## src/rtl/core/dsfp_pkg.sv

```systemverilog
`timescale 1ns / 1ps

package dsfp_pkg;

    // default parameter values
    localparam int DEF_MAX_FRAME_BYTES  = 256;
    localparam int DEF_MAX_FIELD_DIGITS = 4;
    localparam int DEF_NUM_OUT_FIELDS   = 10;

    // fixed field widths
    localparam int BYTE_W    = 8;
    localparam int COUNT_W   = 9;
    localparam int SEPCNT_W  = 4;
    localparam int VALUE_W   = 14;
    localparam int INDEX_W   = 4;
    localparam int CFG_IDX_W = 2;
    localparam int CFG_W     = 9;

    localparam logic [COUNT_W-1:0]  COUNT_MAX  = 9'd511;
    localparam logic [SEPCNT_W-1:0] SEPCNT_MAX = 4'd15;
    localparam logic [VALUE_W-1:0]  VALUE_MAX  = 14'd16383;

    // register map
    localparam logic [CFG_IDX_W-1:0] REG_SEPARATOR  = 2'd0;
    localparam logic [CFG_IDX_W-1:0] REG_MIN_BYTES  = 2'd1;
    localparam logic [CFG_IDX_W-1:0] REG_MIN_FIELDS = 2'd2;

    localparam logic [BYTE_W-1:0]   RST_SEPARATOR  = 8'd62;
    localparam logic [COUNT_W-1:0]  RST_MIN_BYTES  = 9'd21;
    localparam logic [SEPCNT_W-1:0] RST_MIN_FIELDS = 4'd11;

    // characters of interest
    localparam logic [BYTE_W-1:0] CHAR_B    = 8'h42;
    localparam logic [BYTE_W-1:0] CHAR_A    = 8'h41;
    localparam logic [BYTE_W-1:0] CHAR_T    = 8'h54;
    localparam logic [BYTE_W-1:0] CHAR_H    = 8'h48;
    localparam logic [BYTE_W-1:0] CHAR_HASH = 8'h23;
    localparam logic [BYTE_W-1:0] CHAR_0    = 8'h30;
    localparam logic [BYTE_W-1:0] CHAR_9    = 8'h39;

    typedef enum logic [1:0] {
        BAT_IDLE,
        BAT_B,
        BAT_BA
    } bat_state_t;

    typedef enum logic [1:0] {
        HASH_START,
        HASH_H,
        HASH_HH,
        HASH_MISS
    } hash_state_t;

    typedef enum logic {
        BK_IDLE,
        BK_EMIT
    } back_state_t;

    typedef struct packed {
        logic valid;
        logic bad;
    } job_ctl_t;

    typedef struct packed {
        logic [INDEX_W-1:0] field_index;
        logic [VALUE_W-1:0] field_value;
        logic               frame_status;
        logic               last_of_frame;
    } result_t;

endpackage

```

## src/rtl/core/delimited_sensor_frame_parser.sv

```systemverilog
`timescale 1ns / 1ps

// Parses one text frame of a sound meter, one byte per request, fields split by the
// separator register. A byte is taken every cycle unless full is high; full is high, for
// any byte, while the two-entry frame queue holds two frames whose results have not all
// been handed to the result queue yet.
// At the terminator a good frame yields NUM_OUT_FIELDS results, a bad one a single
// result with frame_status set, an init frame ("BAT" among its parsed bytes) none. The result
// side picks up a queued frame and writes its results in order into the two-entry result
// queue in front of pop, waiting while that queue is full. No clearing pass follows reset.
module delimited_sensor_frame_parser #(
    parameter int MAX_FRAME_BYTES  = dsfp_pkg::DEF_MAX_FRAME_BYTES,
    parameter int MAX_FIELD_DIGITS = dsfp_pkg::DEF_MAX_FIELD_DIGITS,
    parameter int NUM_OUT_FIELDS   = dsfp_pkg::DEF_NUM_OUT_FIELDS
) (
    input  logic                              clk,
    input  logic                              rst_n,
    input  logic                              cfg_write,
    input  logic [dsfp_pkg::CFG_IDX_W-1:0]    cfg_index,
    input  logic [dsfp_pkg::CFG_W-1:0]        cfg_data,
    input  logic [dsfp_pkg::BYTE_W-1:0]       rx_byte,
    input  logic                              frame_end,
    input  logic                              push,
    output logic                              full,
    output logic [dsfp_pkg::INDEX_W-1:0]      field_index,
    output logic [dsfp_pkg::VALUE_W-1:0]      field_value,
    output logic                              frame_status,
    output logic                              last_of_frame,
    output logic                              empty,
    input  logic                              pop
);

    dsfp_pkg::job_ctl_t                               fr_ctl, bk_ctl;
    logic [NUM_OUT_FIELDS-1:0][dsfp_pkg::VALUE_W-1:0] fr_values, bk_values;
    logic                                             q_ready, bk_pop;
    dsfp_pkg::result_t                                head;

    dsfp_front #(
        .MAX_FRAME_BYTES  (MAX_FRAME_BYTES),
        .MAX_FIELD_DIGITS (MAX_FIELD_DIGITS),
        .NUM_OUT_FIELDS   (NUM_OUT_FIELDS)
    ) u_front (
        .clk        (clk),
        .rst_n      (rst_n),
        .cfg_write  (cfg_write),
        .cfg_index  (cfg_index),
        .cfg_data   (cfg_data),
        .rx_byte    (rx_byte),
        .frame_end  (frame_end),
        .push       (push),
        .full       (full),
        .job_ready  (q_ready),
        .job_ctl    (fr_ctl),
        .job_values (fr_values)
    );

    dsfp_jobq #(
        .NUM_OUT_FIELDS (NUM_OUT_FIELDS)
    ) u_jobq (
        .clk        (clk),
        .rst_n      (rst_n),
        .in_ctl     (fr_ctl),
        .in_values  (fr_values),
        .in_ready   (q_ready),
        .out_ctl    (bk_ctl),
        .out_values (bk_values),
        .out_pop    (bk_pop)
    );

    dsfp_back #(
        .NUM_OUT_FIELDS (NUM_OUT_FIELDS)
    ) u_back (
        .clk        (clk),
        .rst_n      (rst_n),
        .job_ctl    (bk_ctl),
        .job_values (bk_values),
        .job_pop    (bk_pop),
        .res_head   (head),
        .empty      (empty),
        .pop        (pop)
    );

    assign field_index   = head.field_index;
    assign field_value   = head.field_value;
    assign frame_status  = head.frame_status;
    assign last_of_frame = head.last_of_frame;

endmodule

```

## src/rtl/core/dsfp_front.sv

```systemverilog
`timescale 1ns / 1ps

module dsfp_front #(
    parameter int MAX_FRAME_BYTES  = dsfp_pkg::DEF_MAX_FRAME_BYTES,
    parameter int MAX_FIELD_DIGITS = dsfp_pkg::DEF_MAX_FIELD_DIGITS,
    parameter int NUM_OUT_FIELDS   = dsfp_pkg::DEF_NUM_OUT_FIELDS
) (
    input  logic                                   clk,
    input  logic                                   rst_n,
    input  logic                                   cfg_write,
    input  logic [dsfp_pkg::CFG_IDX_W-1:0]         cfg_index,
    input  logic [dsfp_pkg::CFG_W-1:0]             cfg_data,
    input  logic [dsfp_pkg::BYTE_W-1:0]            rx_byte,
    input  logic                                   frame_end,
    input  logic                                   push,
    output logic                                   full,
    input  logic                                   job_ready,
    output dsfp_pkg::job_ctl_t                     job_ctl,
    output logic [NUM_OUT_FIELDS-1:0][dsfp_pkg::VALUE_W-1:0] job_values
);

    localparam int FP_W = $clog2(NUM_OUT_FIELDS + 1);
    localparam int CH_W = $clog2(MAX_FIELD_DIGITS + 1);
    localparam logic [31:0] PARSE_LIMIT = 32'(MAX_FRAME_BYTES - 1);

    logic [dsfp_pkg::BYTE_W-1:0]   sep_reg;
    logic [dsfp_pkg::COUNT_W-1:0]  min_bytes_reg;
    logic [dsfp_pkg::SEPCNT_W-1:0] min_fields_reg;

    logic [dsfp_pkg::COUNT_W-1:0]  byte_count_reg, byte_count_next;
    logic [dsfp_pkg::SEPCNT_W-1:0] sep_count_reg, sep_count_next;
    logic [FP_W-1:0]               field_pos_reg, field_pos_next;
    logic [CH_W-1:0]               chars_reg, chars_next;
    logic                          stopped_reg, stopped_next;
    logic [dsfp_pkg::VALUE_W-1:0]  acc_reg, acc_next;
    dsfp_pkg::bat_state_t          bat_reg, bat_next;
    logic                          bat_seen_reg, bat_seen_next;
    dsfp_pkg::hash_state_t         hash_reg, hash_next;
    logic [dsfp_pkg::VALUE_W-1:0]  store_reg [NUM_OUT_FIELDS];

    logic                          accept;
    logic                          parse_en;
    logic                          is_sep;
    logic                          is_digit;
    logic                          store_wr;
    logic                          bad;
    logic [dsfp_pkg::COUNT_W-1:0]  byte_inc;
    logic [dsfp_pkg::BYTE_W-1:0]   digit_val;
    logic [17:0]                   acc_mul;

    assign full     = !job_ready;
    assign accept   = push && !full;
    assign parse_en = {23'd0, byte_count_reg} < PARSE_LIMIT;
    assign is_sep   = rx_byte == sep_reg;
    assign is_digit = rx_byte inside {[dsfp_pkg::CHAR_0:dsfp_pkg::CHAR_9]};
    assign byte_inc = (byte_count_reg == dsfp_pkg::COUNT_MAX) ? byte_count_reg
                                                              : byte_count_reg + 9'd1;
    assign digit_val = rx_byte - dsfp_pkg::CHAR_0;
    // acc * 10 + digit as shift-add
    assign acc_mul = {1'b0, acc_reg, 3'b000} + {3'b000, acc_reg, 1'b0}
                   + {14'd0, digit_val[3:0]};

    assign bad = (byte_inc < min_bytes_reg)
              || (({1'b0, sep_count_reg} + 5'd1) < {1'b0, min_fields_reg})
              || (hash_reg == dsfp_pkg::HASH_HH);

    assign store_wr = accept && !frame_end && parse_en && is_sep
                   && (field_pos_reg < FP_W'(NUM_OUT_FIELDS)) && (field_pos_reg != '0);

    assign job_ctl.valid = accept && frame_end && !bat_seen_reg;
    assign job_ctl.bad   = bad;

    always_comb
    begin
        for (int k = 0; k < NUM_OUT_FIELDS; k++)
        begin
            if (FP_W'(k + 1) < field_pos_reg)
                job_values[k] = store_reg[k];
            else if (FP_W'(k + 1) == field_pos_reg)
                job_values[k] = acc_reg;
            else
                job_values[k] = '0;
        end
    end

    always_comb
    begin
        byte_count_next = byte_count_reg;
        sep_count_next  = sep_count_reg;
        field_pos_next  = field_pos_reg;
        chars_next      = chars_reg;
        stopped_next    = stopped_reg;
        acc_next        = acc_reg;
        bat_next        = bat_reg;
        bat_seen_next   = bat_seen_reg;
        hash_next       = hash_reg;

        if (accept)
        begin
            if (frame_end)
            begin
                byte_count_next = '0;
                sep_count_next  = '0;
                field_pos_next  = '0;
                chars_next      = '0;
                stopped_next    = 1'b0;
                acc_next        = '0;
                bat_next        = dsfp_pkg::BAT_IDLE;
                bat_seen_next   = 1'b0;
                hash_next       = dsfp_pkg::HASH_START;
            end
            else
            begin
                byte_count_next = byte_inc;
                if (parse_en)
                begin
                    // "BAT" has no self-overlap; a 'B' always restarts the match
                    if (rx_byte == dsfp_pkg::CHAR_B)
                        bat_next = dsfp_pkg::BAT_B;
                    else if (bat_reg == dsfp_pkg::BAT_B && rx_byte == dsfp_pkg::CHAR_A)
                        bat_next = dsfp_pkg::BAT_BA;
                    else
                    begin
                        if (bat_reg == dsfp_pkg::BAT_BA && rx_byte == dsfp_pkg::CHAR_T)
                            bat_seen_next = 1'b1;
                        bat_next = dsfp_pkg::BAT_IDLE;
                    end

                    case (hash_reg)
                        dsfp_pkg::HASH_START:
                            hash_next = (rx_byte == dsfp_pkg::CHAR_H) ? dsfp_pkg::HASH_H
                                                                      : dsfp_pkg::HASH_MISS;
                        dsfp_pkg::HASH_H:
                            hash_next = (rx_byte == dsfp_pkg::CHAR_HASH) ? dsfp_pkg::HASH_HH
                                                                         : dsfp_pkg::HASH_MISS;
                        default:
                            hash_next = dsfp_pkg::HASH_MISS;
                    endcase

                    if (is_sep)
                    begin
                        if (sep_count_reg != dsfp_pkg::SEPCNT_MAX)
                            sep_count_next = sep_count_reg + 4'd1;
                        if (field_pos_reg < FP_W'(NUM_OUT_FIELDS))
                        begin
                            field_pos_next = field_pos_reg + FP_W'(1);
                            chars_next     = '0;
                            stopped_next   = 1'b0;
                            acc_next       = '0;
                        end
                        else
                            stopped_next = 1'b1;
                    end
                    else if (field_pos_reg != '0 && chars_reg < CH_W'(MAX_FIELD_DIGITS))
                    begin
                        chars_next = chars_reg + CH_W'(1);
                        if (!stopped_reg)
                        begin
                            if (is_digit)
                                acc_next = (acc_mul > {4'd0, dsfp_pkg::VALUE_MAX})
                                         ? dsfp_pkg::VALUE_MAX : acc_mul[dsfp_pkg::VALUE_W-1:0];
                            else
                                stopped_next = 1'b1;
                        end
                    end
                end
            end
        end
    end

    always_ff @(posedge clk or negedge rst_n)
    begin
        if (!rst_n)
        begin
            sep_reg        <= dsfp_pkg::RST_SEPARATOR;
            min_bytes_reg  <= dsfp_pkg::RST_MIN_BYTES;
            min_fields_reg <= dsfp_pkg::RST_MIN_FIELDS;
            byte_count_reg <= '0;
            sep_count_reg  <= '0;
            field_pos_reg  <= '0;
            chars_reg      <= '0;
            stopped_reg    <= 1'b0;
            acc_reg        <= '0;
            bat_reg        <= dsfp_pkg::BAT_IDLE;
            bat_seen_reg   <= 1'b0;
            hash_reg       <= dsfp_pkg::HASH_START;
        end
        else
        begin
            if (cfg_write)
            begin
                case (cfg_index)
                    dsfp_pkg::REG_SEPARATOR:  sep_reg        <= cfg_data[dsfp_pkg::BYTE_W-1:0];
                    dsfp_pkg::REG_MIN_BYTES:  min_bytes_reg  <= cfg_data;
                    dsfp_pkg::REG_MIN_FIELDS: min_fields_reg <= cfg_data[dsfp_pkg::SEPCNT_W-1:0];
                    default: ;
                endcase
            end
            byte_count_reg <= byte_count_next;
            sep_count_reg  <= sep_count_next;
            field_pos_reg  <= field_pos_next;
            chars_reg      <= chars_next;
            stopped_reg    <= stopped_next;
            acc_reg        <= acc_next;
            bat_reg        <= bat_next;
            bat_seen_reg   <= bat_seen_next;
            hash_reg       <= hash_next;
        end
    end

    // field k is closed by the separator that moves field_pos from k+1 to k+2
    always_ff @(posedge clk)
    begin
        for (int i = 0; i < NUM_OUT_FIELDS; i++)
        begin
            if (store_wr && field_pos_reg == FP_W'(i + 1))
                store_reg[i] <= acc_reg;
        end
    end

endmodule

```

## src/rtl/core/dsfp_jobq.sv

```systemverilog
`timescale 1ns / 1ps

module dsfp_jobq #(
    parameter int NUM_OUT_FIELDS = dsfp_pkg::DEF_NUM_OUT_FIELDS
) (
    input  logic                                             clk,
    input  logic                                             rst_n,
    input  dsfp_pkg::job_ctl_t                               in_ctl,
    input  logic [NUM_OUT_FIELDS-1:0][dsfp_pkg::VALUE_W-1:0] in_values,
    output logic                                             in_ready,
    output dsfp_pkg::job_ctl_t                               out_ctl,
    output logic [NUM_OUT_FIELDS-1:0][dsfp_pkg::VALUE_W-1:0] out_values,
    input  logic                                             out_pop
);

    logic                                             bad_reg [2];
    logic [NUM_OUT_FIELDS-1:0][dsfp_pkg::VALUE_W-1:0] val_reg [2];
    logic       wr_ptr_reg, rd_ptr_reg;
    logic [1:0] count_reg, count_next;
    logic       wr_en, rd_en;

    assign in_ready      = count_reg != 2'd2;
    assign wr_en         = in_ctl.valid && in_ready;
    assign rd_en         = out_pop && count_reg != 2'd0;
    assign out_ctl.valid = count_reg != 2'd0;
    assign out_ctl.bad   = bad_reg[rd_ptr_reg];
    assign out_values    = val_reg[rd_ptr_reg];

    always_comb
    begin
        count_next = count_reg;
        if (wr_en && !rd_en)
            count_next = count_reg + 2'd1;
        else if (!wr_en && rd_en)
            count_next = count_reg - 2'd1;
    end

    always_ff @(posedge clk or negedge rst_n)
    begin
        if (!rst_n)
        begin
            wr_ptr_reg <= 1'b0;
            rd_ptr_reg <= 1'b0;
            count_reg  <= 2'd0;
        end
        else
        begin
            if (wr_en)
                wr_ptr_reg <= !wr_ptr_reg;
            if (rd_en)
                rd_ptr_reg <= !rd_ptr_reg;
            count_reg <= count_next;
        end
    end

    always_ff @(posedge clk)
    begin
        if (wr_en)
        begin
            bad_reg[wr_ptr_reg] <= in_ctl.bad;
            val_reg[wr_ptr_reg] <= in_values;
        end
    end

endmodule

```

## src/rtl/core/dsfp_back.sv

```systemverilog
`timescale 1ns / 1ps

module dsfp_back #(
    parameter int NUM_OUT_FIELDS = dsfp_pkg::DEF_NUM_OUT_FIELDS
) (
    input  logic                                             clk,
    input  logic                                             rst_n,
    input  dsfp_pkg::job_ctl_t                               job_ctl,
    input  logic [NUM_OUT_FIELDS-1:0][dsfp_pkg::VALUE_W-1:0] job_values,
    output logic                                             job_pop,
    output dsfp_pkg::result_t                                res_head,
    output logic                                             empty,
    input  logic                                             pop
);

    localparam int K_W = (NUM_OUT_FIELDS > 1) ? $clog2(NUM_OUT_FIELDS) : 1;

    dsfp_pkg::back_state_t state_reg, state_next;
    logic [K_W-1:0]        k_reg, k_next;

    dsfp_pkg::result_t     mem_reg [2];
    logic                  wr_ptr_reg, rd_ptr_reg;
    logic [1:0]            count_reg, count_next;
    logic                  rd_en, room, res_wr, res_last;
    dsfp_pkg::result_t     res_new;

    assign rd_en    = pop && count_reg != 2'd0;
    assign room     = count_reg != 2'd2 || rd_en;
    assign empty    = count_reg == 2'd0;
    assign res_head = mem_reg[rd_ptr_reg];
    assign res_last = job_ctl.bad || k_reg == K_W'(NUM_OUT_FIELDS - 1);

    always_comb
    begin
        state_next = state_reg;
        k_next     = k_reg;
        case (state_reg)
            dsfp_pkg::BK_IDLE:
            begin
                if (job_ctl.valid)
                    state_next = dsfp_pkg::BK_EMIT;
            end
            dsfp_pkg::BK_EMIT:
            begin
                if (room)
                begin
                    if (res_last)
                    begin
                        k_next     = '0;
                        state_next = dsfp_pkg::BK_IDLE;
                    end
                    else
                        k_next = k_reg + K_W'(1);
                end
            end
            default:
                state_next = dsfp_pkg::BK_IDLE;
        endcase
    end

    always_comb
    begin
        res_wr  = 1'b0;
        job_pop = 1'b0;
        res_new.field_index   = job_ctl.bad ? '0 : dsfp_pkg::INDEX_W'(k_reg);
        res_new.field_value   = job_ctl.bad ? '0 : job_values[k_reg];
        res_new.frame_status  = job_ctl.bad;
        res_new.last_of_frame = res_last;
        case (state_reg)
            dsfp_pkg::BK_EMIT:
            begin
                res_wr  = room;
                job_pop = room && res_last;
            end
            default:
            begin
                res_wr  = 1'b0;
                job_pop = 1'b0;
            end
        endcase
    end

    always_comb
    begin
        count_next = count_reg;
        if (res_wr && !rd_en)
            count_next = count_reg + 2'd1;
        else if (!res_wr && rd_en)
            count_next = count_reg - 2'd1;
    end

    always_ff @(posedge clk or negedge rst_n)
    begin
        if (!rst_n)
        begin
            state_reg  <= dsfp_pkg::BK_IDLE;
            k_reg      <= '0;
            wr_ptr_reg <= 1'b0;
            rd_ptr_reg <= 1'b0;
            count_reg  <= 2'd0;
        end
        else
        begin
            state_reg <= state_next;
            k_reg     <= k_next;
            if (res_wr)
                wr_ptr_reg <= !wr_ptr_reg;
            if (rd_en)
                rd_ptr_reg <= !rd_ptr_reg;
            count_reg <= count_next;
        end
    end

    always_ff @(posedge clk)
    begin
        if (res_wr)
            mem_reg[wr_ptr_reg] <= res_new;
    end

endmodule

```

## config.mk

```make
export PLATFORM = sky130hd
export DESIGN_NAME = delimited_sensor_frame_parser
export DESIGN_NICKNAME = d
export VERILOG_FILES = /design/src/rtl/core/dsfp_pkg.sv /design/src/rtl/core/delimited_sensor_frame_parser.sv /design/src/rtl/core/dsfp_front.sv /design/src/rtl/core/dsfp_jobq.sv /design/src/rtl/core/dsfp_back.sv
export SDC_FILE = /design/constraint.sdc
export NUM_CORES = 1
export LEC_CHECK = 0
export BUFFER_PORTS_ARGS = -buffer_cell sky130_fd_sc_hd__buf_2
export CAP_MARGIN = 10
export CORE_MARGIN = 3
export CORE_UTILIZATION = 41
export CTS_CLUSTER_DIAMETER = 200
export DETAILED_ROUTE_END_ITERATION = 6
export GPL_TIMING_DRIVEN = 0
export PLACE_DENSITY = 0.59
export SYNTH_ARGS = -nofsm -noshare
export SYNTH_HDL_FRONTEND = slang
export SYNTH_HIERARCHICAL = 1
export SYNTH_SLANG_ARGS = --single-unit
```

## constraint.sdc

```tcl
create_clock -name clk -period 10.4 [get_ports clk]
set_input_delay 1.04 -clock clk [delete_from_list [all_inputs] [get_ports clk]]
set_output_delay 1.04 -clock clk [all_outputs]
set_load 0.02 [all_outputs]
```

# Yosys cells after proc, flatten, opt, wreduce, memory -nomap -nowiden

Memories as Yosys holds them, arrays and structs flattened.
Index checks and enable logic that the tools add are counted.

Reductions and logical operators: 80
Muxes and demuxes: 130
Equality and inequality tests: 41
$lt $le $gt $ge: 19
Bitwise gates (word level): 1
$add $sub $neg: 13

Operator list:

| cell                                                                   | number |
|---|---|
| 14-bit two-way mux                                                     | 39 |
| 14-bit OR reduction                                                    | 9 |
| 4-bit two-way mux                                                      | 19 |
| 14-bit binary-select mux with 4-bit select                             | 1 |
| 1-bit two-way mux                                                      | 51 |
| 8-bit by 7-bit == test with 1-bit output, second input constant        | 4 |
| 1-bit logical AND                                                      | 30 |
| 2-bit two-way mux                                                      | 11 |
| 17-bit by 15-bit adder with 18-bit output                              | 1 |
| 18-bit by 4-bit adder with 18-bit output                               | 1 |
| 18-bit by 14-bit > comparator with 1-bit output, second input constant | 1 |
| 9-bit two-way mux                                                      | 2 |
| 2-bit nonzero test                                                     | 9 |
| 3-bit by 4-bit == test with 1-bit output, first input constant         | 4 |
| 4-bit by 3-bit == test with 1-bit output, second input constant        | 4 |
| 4-bit == test, second input constant                                   | 4 |
| 3-bit by 4-bit < comparator with 1-bit output, first input constant    | 4 |
| 3-bit two-way mux                                                      | 5 |
| 4-bit by 1-bit adder with 4-bit output, second input constant          | 3 |
| 4-bit == test, first input constant                                    | 3 |
| 4-bit < comparator, first input constant                               | 3 |
| 4-bit AND reduction                                                    | 3 |
| 1-bit logical NOT                                                      | 11 |
| 2-bit AND reduction                                                    | 5 |
| 38 further kinds                                                       | 57 |

Flip-flop bits (word level): 74
Memories: 4
Logic and storage cells: 308
Bits of input ports: 25
RAM bits: 462

Memory list:

| memory            | words | width | rd ports | clocked after memory_dff | wr ports | line             | RTL |
|---|---|---|---|---|---|---|---|
| u_jobq.val_reg    | 2     | 140   | 1        | 0                        | 1        | dsfp_jobq.sv:17  | `logic [NUM_OUT_FIELDS-1:0][dsfp_pkg::VALUE_W-1:0] val_reg [2];` |
| u_front.store_reg | 10    | 14    | 10       | 0                        | 1        | dsfp_front.sv:39 | `logic [dsfp_pkg::VALUE_W-1:0] store_reg [NUM_OUT_FIELDS];` |
| u_back.mem_reg    | 2     | 20    | 1        | 0                        | 1        | dsfp_back.sv:21  | `dsfp_pkg::result_t mem_reg [2];` |
| u_jobq.bad_reg    | 2     | 1     | 1        | 0                        | 1        | dsfp_jobq.sv:16  | `logic bad_reg [2];` |

# Longest topological paths before layout

Gate-level depths: netlist of the first run.

Depth in word-level cells: 20
Gate-level depth with buffers: 13

# Modules after synthesis

The synthesis of the first run kept the hierarchy.

By module, submodules not included:

| module     | instances | area an instance (um2) | cells an instance |
|---|---|---|---|
| dsfp_jobq  | 1         | 10,692.8               | 457 |
| dsfp_front | 1         | 10,502.6               | 974 |
| dsfp_back  | 1         | 3,278.1                | 242 |

# Worst setup path before layout of the first run

No wires, ideal clock.

Kind: input-to-reg
From: input port frame_end
To: memory u_jobq.bad_reg[0], enable pin
Path slack: 2.023 ns
Arrival time: 7.734 ns
Buffers on the path: 2
Stages on the path: 6
Library setup time: 0.643 ns
Cell sequence: clkbuf_1 > clkbuf_1 > nand2_1 > nor2_1 > nand2_1 > nor2_1

RTL lines:

| what        | line                                | RTL |
|---|---|---|
| from (decl) | delimited_sensor_frame_parser.sv:22 | `input logic frame_end,` |
| to (decl)   | dsfp_jobq.sv:16                     |  |

# Worst setup path after layout of the first run

From: register u_front/acc_reg[2] (netlist bit)
To: register u_front/acc_reg[8] (netlist bit)

Cells in the longest elaborated chain, start to end: 10

RTL lines:

| what                                            | line              | RTL |
|---|---|---|
| from (decl)                                     | dsfp_front.sv:35  | `logic [dsfp_pkg::VALUE_W-1:0] acc_reg, acc_next;` |
| from (signal assigned)                          | dsfp_front.sv:204 | `acc_reg <= acc_next;` |
| 17-bit by 15-bit adder with 18-bit output (*)   | dsfp_front.sv:60  | `assign acc_mul = {1'b0, acc_reg, 3'b000} + {3'b000, acc_reg, 1'b0}` |
| 18-bit by 4-bit adder with 18-bit output (*)    | dsfp_front.sv:61  | `+ {14'd0, digit_val[3:0]};` |
| 18-bit by 14-bit > comparator with 1-bit output | dsfp_front.sv:160 | `acc_next = (acc_mul > {4'd0, dsfp_pkg::VALUE_MAX})` |
| 14-bit two-way mux (*)                          | dsfp_front.sv:161 | `? dsfp_pkg::VALUE_MAX : acc_mul[dsfp_pkg::VALUE_W-1:0];` |
| 14-bit two-way mux (*)                          | dsfp_front.sv:159 | `if (is_digit)` |
| 14-bit two-way mux (*)                          | dsfp_front.sv:157 | `if (!stopped_reg)` |
| 14-bit two-way mux (*)                          | dsfp_front.sv:154 | `else if (field_pos_reg != '0 && chars_reg < CH_W'(MAX_FIELD_DIGITS))` |
| 14-bit two-way mux (*)                          | dsfp_front.sv:140 | `if (is_sep)` |
| 14-bit two-way mux (*)                          | dsfp_front.sv:115 | `if (parse_en)` |
| 14-bit two-way mux (*)                          | dsfp_front.sv:100 | `if (frame_end)` |

Mark *: on every way between the ends. The rest lies on a longest branch, timed or not. The select of a mux whose other input is x is not followed.
A chain may end at the register's enable or synchronous reset.

==> results of run 1 <==
[cells in the mapped netlist, types with 23 or more instances]
master | instances | area, um^2
edfxtp_1 | 462 | 13900
nand2_1 | 207 | 777
mux2_2 | 120 | 1350
o21ai_0 | 81 | 405
mux2_4 | 80 | 1200
clkbuf_1 | 71 | 267
dfrtp_1 | 63 | 1580
a22o_1 | 62 | 543
ha_1 | 48 | 601
nand3_1 | 45 | 225
mux2i_1 | 34 | 340
nor2_1 | 34 | 128
a211oi_1 | 31 | 233
inv_1 | 27 | 101
a21oi_1 | 26 | 130
xnor2_1 | 23 | 201
[cell type report]
type | count | share of cell area
sequential | 536 | 0.562
buffer | 109 | 0.0217
clock inverter | 33 | 0.0174
tap | 765 | 0.0342
clock buffer | 75 | 0.0562
multi-input combinational | 1013 | 0.289
timing repair buffer | 58 | 0.0163
antenna | 1 | 0.0000893
inverter | 28 | 0.00375
[worst reg2reg max path, stage by stage (launching register included)]
cell and delay, ns:
dfrtp_1 0.81, fa_1 0.59, fa_1 0.46, a21oi_1 0.31
o21ai_2 0.15, a31oi_1 0.24, nand3_1 0.16, a2111oi_4 0.56
buf_6 0.22, o211ai_1 0.10
[how the worst max path moves through the flow]
| stage | to | slack [ns] |
|---|---|---|
| 5_1_grt | u_front/acc_reg[8] | 6.40 |
| 3_5_place_dp | u_front/store_reg[3][4] | 6.14 |
| 2_1_floorplan | u_jobq/bad_reg[0] | 2.02 |
| 6_report | u_front/acc_reg[8] | 6.64 |
| 3_3_place_gp | u_jobq/val_reg[0][66] | -2.54 |
| 4_1_cts | u_front/store_reg[3][0] | 6.30 |
[layer usage]
layer,share of wire,vias to the layer above
li1,-,6646
met1,0.42,7164
met2,0.47,466
met3,0.070,125
met4,0.041,2
met5,0.00021,-
[cells by family after synthesis]
| kind of cell | share of synthesized area |
|---|---|
| muxes | 0.131 |
| xor gates and xnor gates | 0.0115 |
| other | 0.000153 |
| adders and majority gates | 0.0262 |
| and+or+nand+nor | 0.0695 |
| buffers and inverters | 0.0291 |
| DFF | 0.643 |
| AOI/OAI and AO/OA | 0.0894 |
[per-stage QoR]
stage	hold WS [ns]	cells	power [mW]	util	worst slack, ns
floorplan	0.456	1686	3.75	-	2.02
global placement	0.473	2497	4.13	0.441	-2.54
detailed placement	0.490	2508	4.14	0.445	6.14
CTS	0.223	2616	6.36	0.480	6.30
global route	0.239	2617	6.55	0.480	6.40
finish	0.256	2618	6.29	0.480	6.64
[power groups by stage]
stage	Clock, mW	Sequential, mW	Combinational, mW
floorplan	0	2.74	1.01
global route	2.34	2.71	1.50
detailed placement	0	2.73	1.41
finish	2.20	2.69	1.39
CTS	2.25	2.69	1.41
global placement	0	2.78	1.35
==> results.yml, run 1 <==
clocking:
  clk_path_buf_depth: 3
  clk_pin_slew_ns: 0.06
  clock_sinks: 536
  cts_made_buffers: 57
  clk-insertion-delay-late_ns: 0.62
  post_cts_resized: 0
  ctsHoldBuffers: 0
  cts_tree: "done"
  root_buffer: "clkbuf_16"
  cts_max_level: 2
  cts_setup_buffers: 0
sta:
  rsz0062_at_grt: "no"
  hold_viol_final: 0
  skew_ns: 0.0264
  tns_ns: 0
  final.min_clock_period_ns: 3.76
  relSlewSlack: 0.263
  post-route-period-util: 0.361
  setup_viol: 0
  tightest_slew_ns: 1.10
  timing.fmax_mhz: 266
  maxSlewViolCount: 0
floorplan:
  coreArea_um2: 58400
  initial_utilization: 0.419
  die_w_um: 250
  dieArea_um2: 62700
  io_pins: 47
  num_rows: 88
  die_h_um: 250
run_status:
  status: "complete, no violations"
grt:
  grt_max_degree: 65
  met2_usage: 0.310
  use_met3: 0.0380
  grt_first_pass_wirelength_mm: 90.9
  grt_pass1_vias: 14500
  globalRouteMet1Util: 0.259
  antenna_found_initial: 5
  grtUsageTotal: 0.193
  busiest_layer: "met2"
  grt_overflow: 0
place:
  globalplace.congestion: 0.801
  dp_hpwl_mm: 41.0
  io_buffers: 46
  placed_area_um2: 25900
setup_path:
  cp_max_fo: 14
  cp_num_cells: 9
  startpoint_type: "register"
  path_buf_inv: 1
  startpoint: "u_front/acc_reg[2]"
  crit_family: "compound AO/OA/AOI/OAI gates"
  critPathKind: "reg -> reg"
  path_common_cell: "fa_1"
  crit_required_ns: 10.86
  cp-end-kind: "register"
  reg2reg_from: "u_front/acc_reg[2]"
  cp_slowest_cell: "dfrtp_1"
  rr_endpoint: "u_front/acc_reg[8]"
  reg2reg_depth: 9
  critical_path.cell_chain: "fa_1 > fa_1 > a21oi_1 > o21ai_2 > a31oi_1 > nand3_1 > a2111oi_4 > buf_6 > o211ai_1"
  r2r_setup_slack_ns: 6.64
  worstPathArrival_ns: 4.22
  critPathMaxStageDelay_ns: 0.81
power:
  p_int_mw: 4.62
  leakage_nw: 10.4
  p_per_area_nw_per_um2: 224
  seqPwrFrac: 0.428
  swShare: 0.265
  power_frac_clock: 0.350
  switching_power_mw: 1.67
  ir_drop_mv: 0.179
  power_frac_comb: 0.222
synthesis:
  synth_edf_count: 462
  netlist_instances: 1673
  synth_seq_area_share: 0.643
  synthFlopType: "edfxtp_1"
  syn_area_per_cell_um2: 14.6
  syn_area_um2: 24500
  synth-seq-cells: 536
  yosys_warnings: 6
  yosysUniqueCellTypes: 77
  async_reset_ff_frac: 0.138
final_layout:
  layout_commonest_cell: "edfxtp_1"
  largest_reg_flops: 280
  syn2layout_area_growth_pct: 14.5
  nets: 1878
  fill_cells: 5056
  multi_input_area_um2: 8100
  final_cell_mix: "edfxtp_1 (462), nand2_1 (207), mux2_2 (120), clkbuf_1 (83), o21ai_0 (81)"
  post_route_cells_drive_above_1_share: 0.234
  seq_area_um2: 15700
  fin_area_um2: 28000
drt:
  first_iter_violations: 1160
  wl_mm: 61.0
  via_per_inst: 5.50
  num_vias: 14400
  drc: 0
  drtPass1Iterations: 5
  antenna_left: 0
  wl_per_cell_um: 23.3
worst_hold_path:
  min_path_type: "in -> async"
job:
  max-cap-violations: 0
No activity file was read; power rests on OpenSTA's default activity.
==> run 2: changes to the inputs <==
==> constraint.sdc (replaced) <==
create_clock -name clk -period 3.7 [get_ports clk]
set_input_delay 0.37 -clock clk [delete_from_list [all_inputs] [get_ports clk]]
set_output_delay 0.37 -clock clk [all_outputs]
set_load 0.02 [all_outputs]
==> results.yml, run 2 (synthesized netlist as in run 1, its figures left out) <==
floorplan:
  io_pins: 47
  dieArea_um2: 62700
  coreArea_um2: 58400
  initial_utilization: 0.419
  num_rows: 88
  die_w_um: 250
  die_h_um: 250
setup_path:
  crit_required_ns: 3.92
  cp_max_fo: 14
  cp_slowest_cell: "and3_1"
  startpoint_type: "register"
  critPathMaxStageDelay_ns: 0.84
  critPathKind: "reg -> reg"
  cp-end-kind: "register"
  worstPathArrival_ns: 3.73
  critical_path.cell_chain: "nand2b_1 > nand2_1 > a311o_1 > nor4_4 > buf_4 > and2_1 > and3_1"
sta:
  post-route-period-util: 0.950
  setup_viol: 0
  tightest_slew_ns: 1.08
  final.min_clock_period_ns: 3.52
  maxSlewViolCount: 0
  timing.fmax_mhz: 284
  relSlewSlack: 0.280
  skew_ns: 0.0294
  rsz0062_at_grt: "no"
  hold_viol_final: 0
final_layout:
  fin_area_um2: 27700
  largest_reg_flops: 280
  layout_commonest_cell: "edfxtp_1"
  fill_cells: 5087
  diodes: 0
  post_route_cells_drive_above_1_share: 0.234
  nets: 1886
  final_cell_mix: "edfxtp_1 (462), nand2_1 (207), mux2_2 (120), clkbuf_1 (82), o21ai_0 (81)"
  syn2layout_area_growth_pct: 13.2
drt:
  first_iter_violations: 1382
  drc: 0
  num_vias: 14600
  wl_mm: 61.5
  wl_per_cell_um: 23.5
  via_per_inst: 5.59
  drtPass1Iterations: 6
  antenna_left: 0
clocking:
  cts_tree: "done"
  cts_max_level: 2
  cts_made_buffers: 56
  clk-insertion-delay-late_ns: 0.61
  clk_pin_slew_ns: 0.06
  clock_sinks: 536
  clk_path_buf_depth: 3
  root_buffer: "clkbuf_16"
grt:
  grt_overflow: 0
  grt_first_pass_wirelength_mm: 91.5
  grtUsageTotal: 0.194
  grt_max_degree: 65
  antenna_found_initial: 2
  grt_pass1_vias: 14700
power:
  power_mw: 16.6
  p_per_area_nw_per_um2: 599
  leakage_nw: 10.2
  ir_drop_mv: 0.548
place:
  globalplace.congestion: 0.793
  io_buffers: 46
  dp_hpwl_mm: 41.1
  placed_area_um2: 26000
run_status:
  status: "complete, no violations"
worst_hold_path:
  min_path_type: "in -> reg"
job:
  max-cap-violations: 0
==> run 2: final timing paths <==
kind | startpoint | slack [ns] | end | cells after the start
max in group asynchronous | rst_n | 2.91 | u_front/min_bytes_reg[2] | 3
hold reg to reg | u_jobq/count_reg[1] | 0.49 | u_jobq/count_reg[1] | 1
hold / removal | cfg_data[4] | 0.04 | u_front/sep_reg[4] | 2
min in group asynchronous | rst_n | 0.14 | u_jobq/count_reg[1] | 2
setup reg to reg | u_jobq/count_reg[0] | 0.18 | u_front/store_reg[2][1] | 7
setup / recovery | u_jobq/count_reg[0] | 0.18 | u_front/store_reg[2][1] | 7
==> run 2: critical path, delay by kind of cell, from the launching register on <==
family | cells | cell delay [ns]
buffers and inverters | 1 | 0.19
AND/OR/NAND/NOR | 5 | 1.99
flip-flops | 1 | 0.40
AO/OA/AOI/OAI | 1 | 0.53
==> run 2: what timing repair did <==
| action | in CTS | in global routing |
|---|---|---|
| pin swaps | 1 | 3 |
| endpoints found under the hold margin | 69 | 0 |
| hold buffers | 5 | 0 |
| buffers inserted | 0 | 5 |
| endpoints found under the setup margin | 82 | 89 |
| resized for setup | 6 | 12 |
==> run 2: power by group <==
part | internal, mW | switching [mW] | total (mW)
combinational | 1.85 | 2.10 | 3.95
clock | 2.84 | 2.25 | 5.10
sequential | 7.31 | 0.249 | 7.56
==> run 2: stage by stage <==
step	utilization	setup WS, ns	std cells	setup TNS [ns]	hold WS [ns]
2_1_floorplan	-	0.000224	1686	0	0.0744
3_3_place_gp	0.441	-1.99	2497	-486.31	0.473
3_5_place_dp	0.445	-0.383	2508	-8.92	0.231
4_1_cts	0.474	0.000903	2609	0	0.0119
5_1_grt	0.475	0.0199	2614	0	0.0403
6_report	0.475	0.184	2614	0	0.0387
==> run 2: routing by layer <==
layer  vias up  GRT usage  part of all wire
li1       6656          -                 -
met1      7357      0.262              0.43
met2       479      0.313              0.47
met3       106     0.0329             0.065
met4         2     0.0770             0.035
met5         -          0           0.00011
==> run 2: final cells by class <==
type / instances / area [um^2] / share of cell area
clock inverters: 26 / 156 / 0.00564
well taps: 765 / 957 / 0.0345
repair buffers: 67 / 548 / 0.0198
clock buffers: 70 / 1460 / 0.0528
flip-flops and latches: 536 / 15800 / 0.569
multi-input cells: 1013 / 8120 / 0.293
inverters: 28 / 105 / 0.00379
plain buffers: 109 / 611 / 0.0220
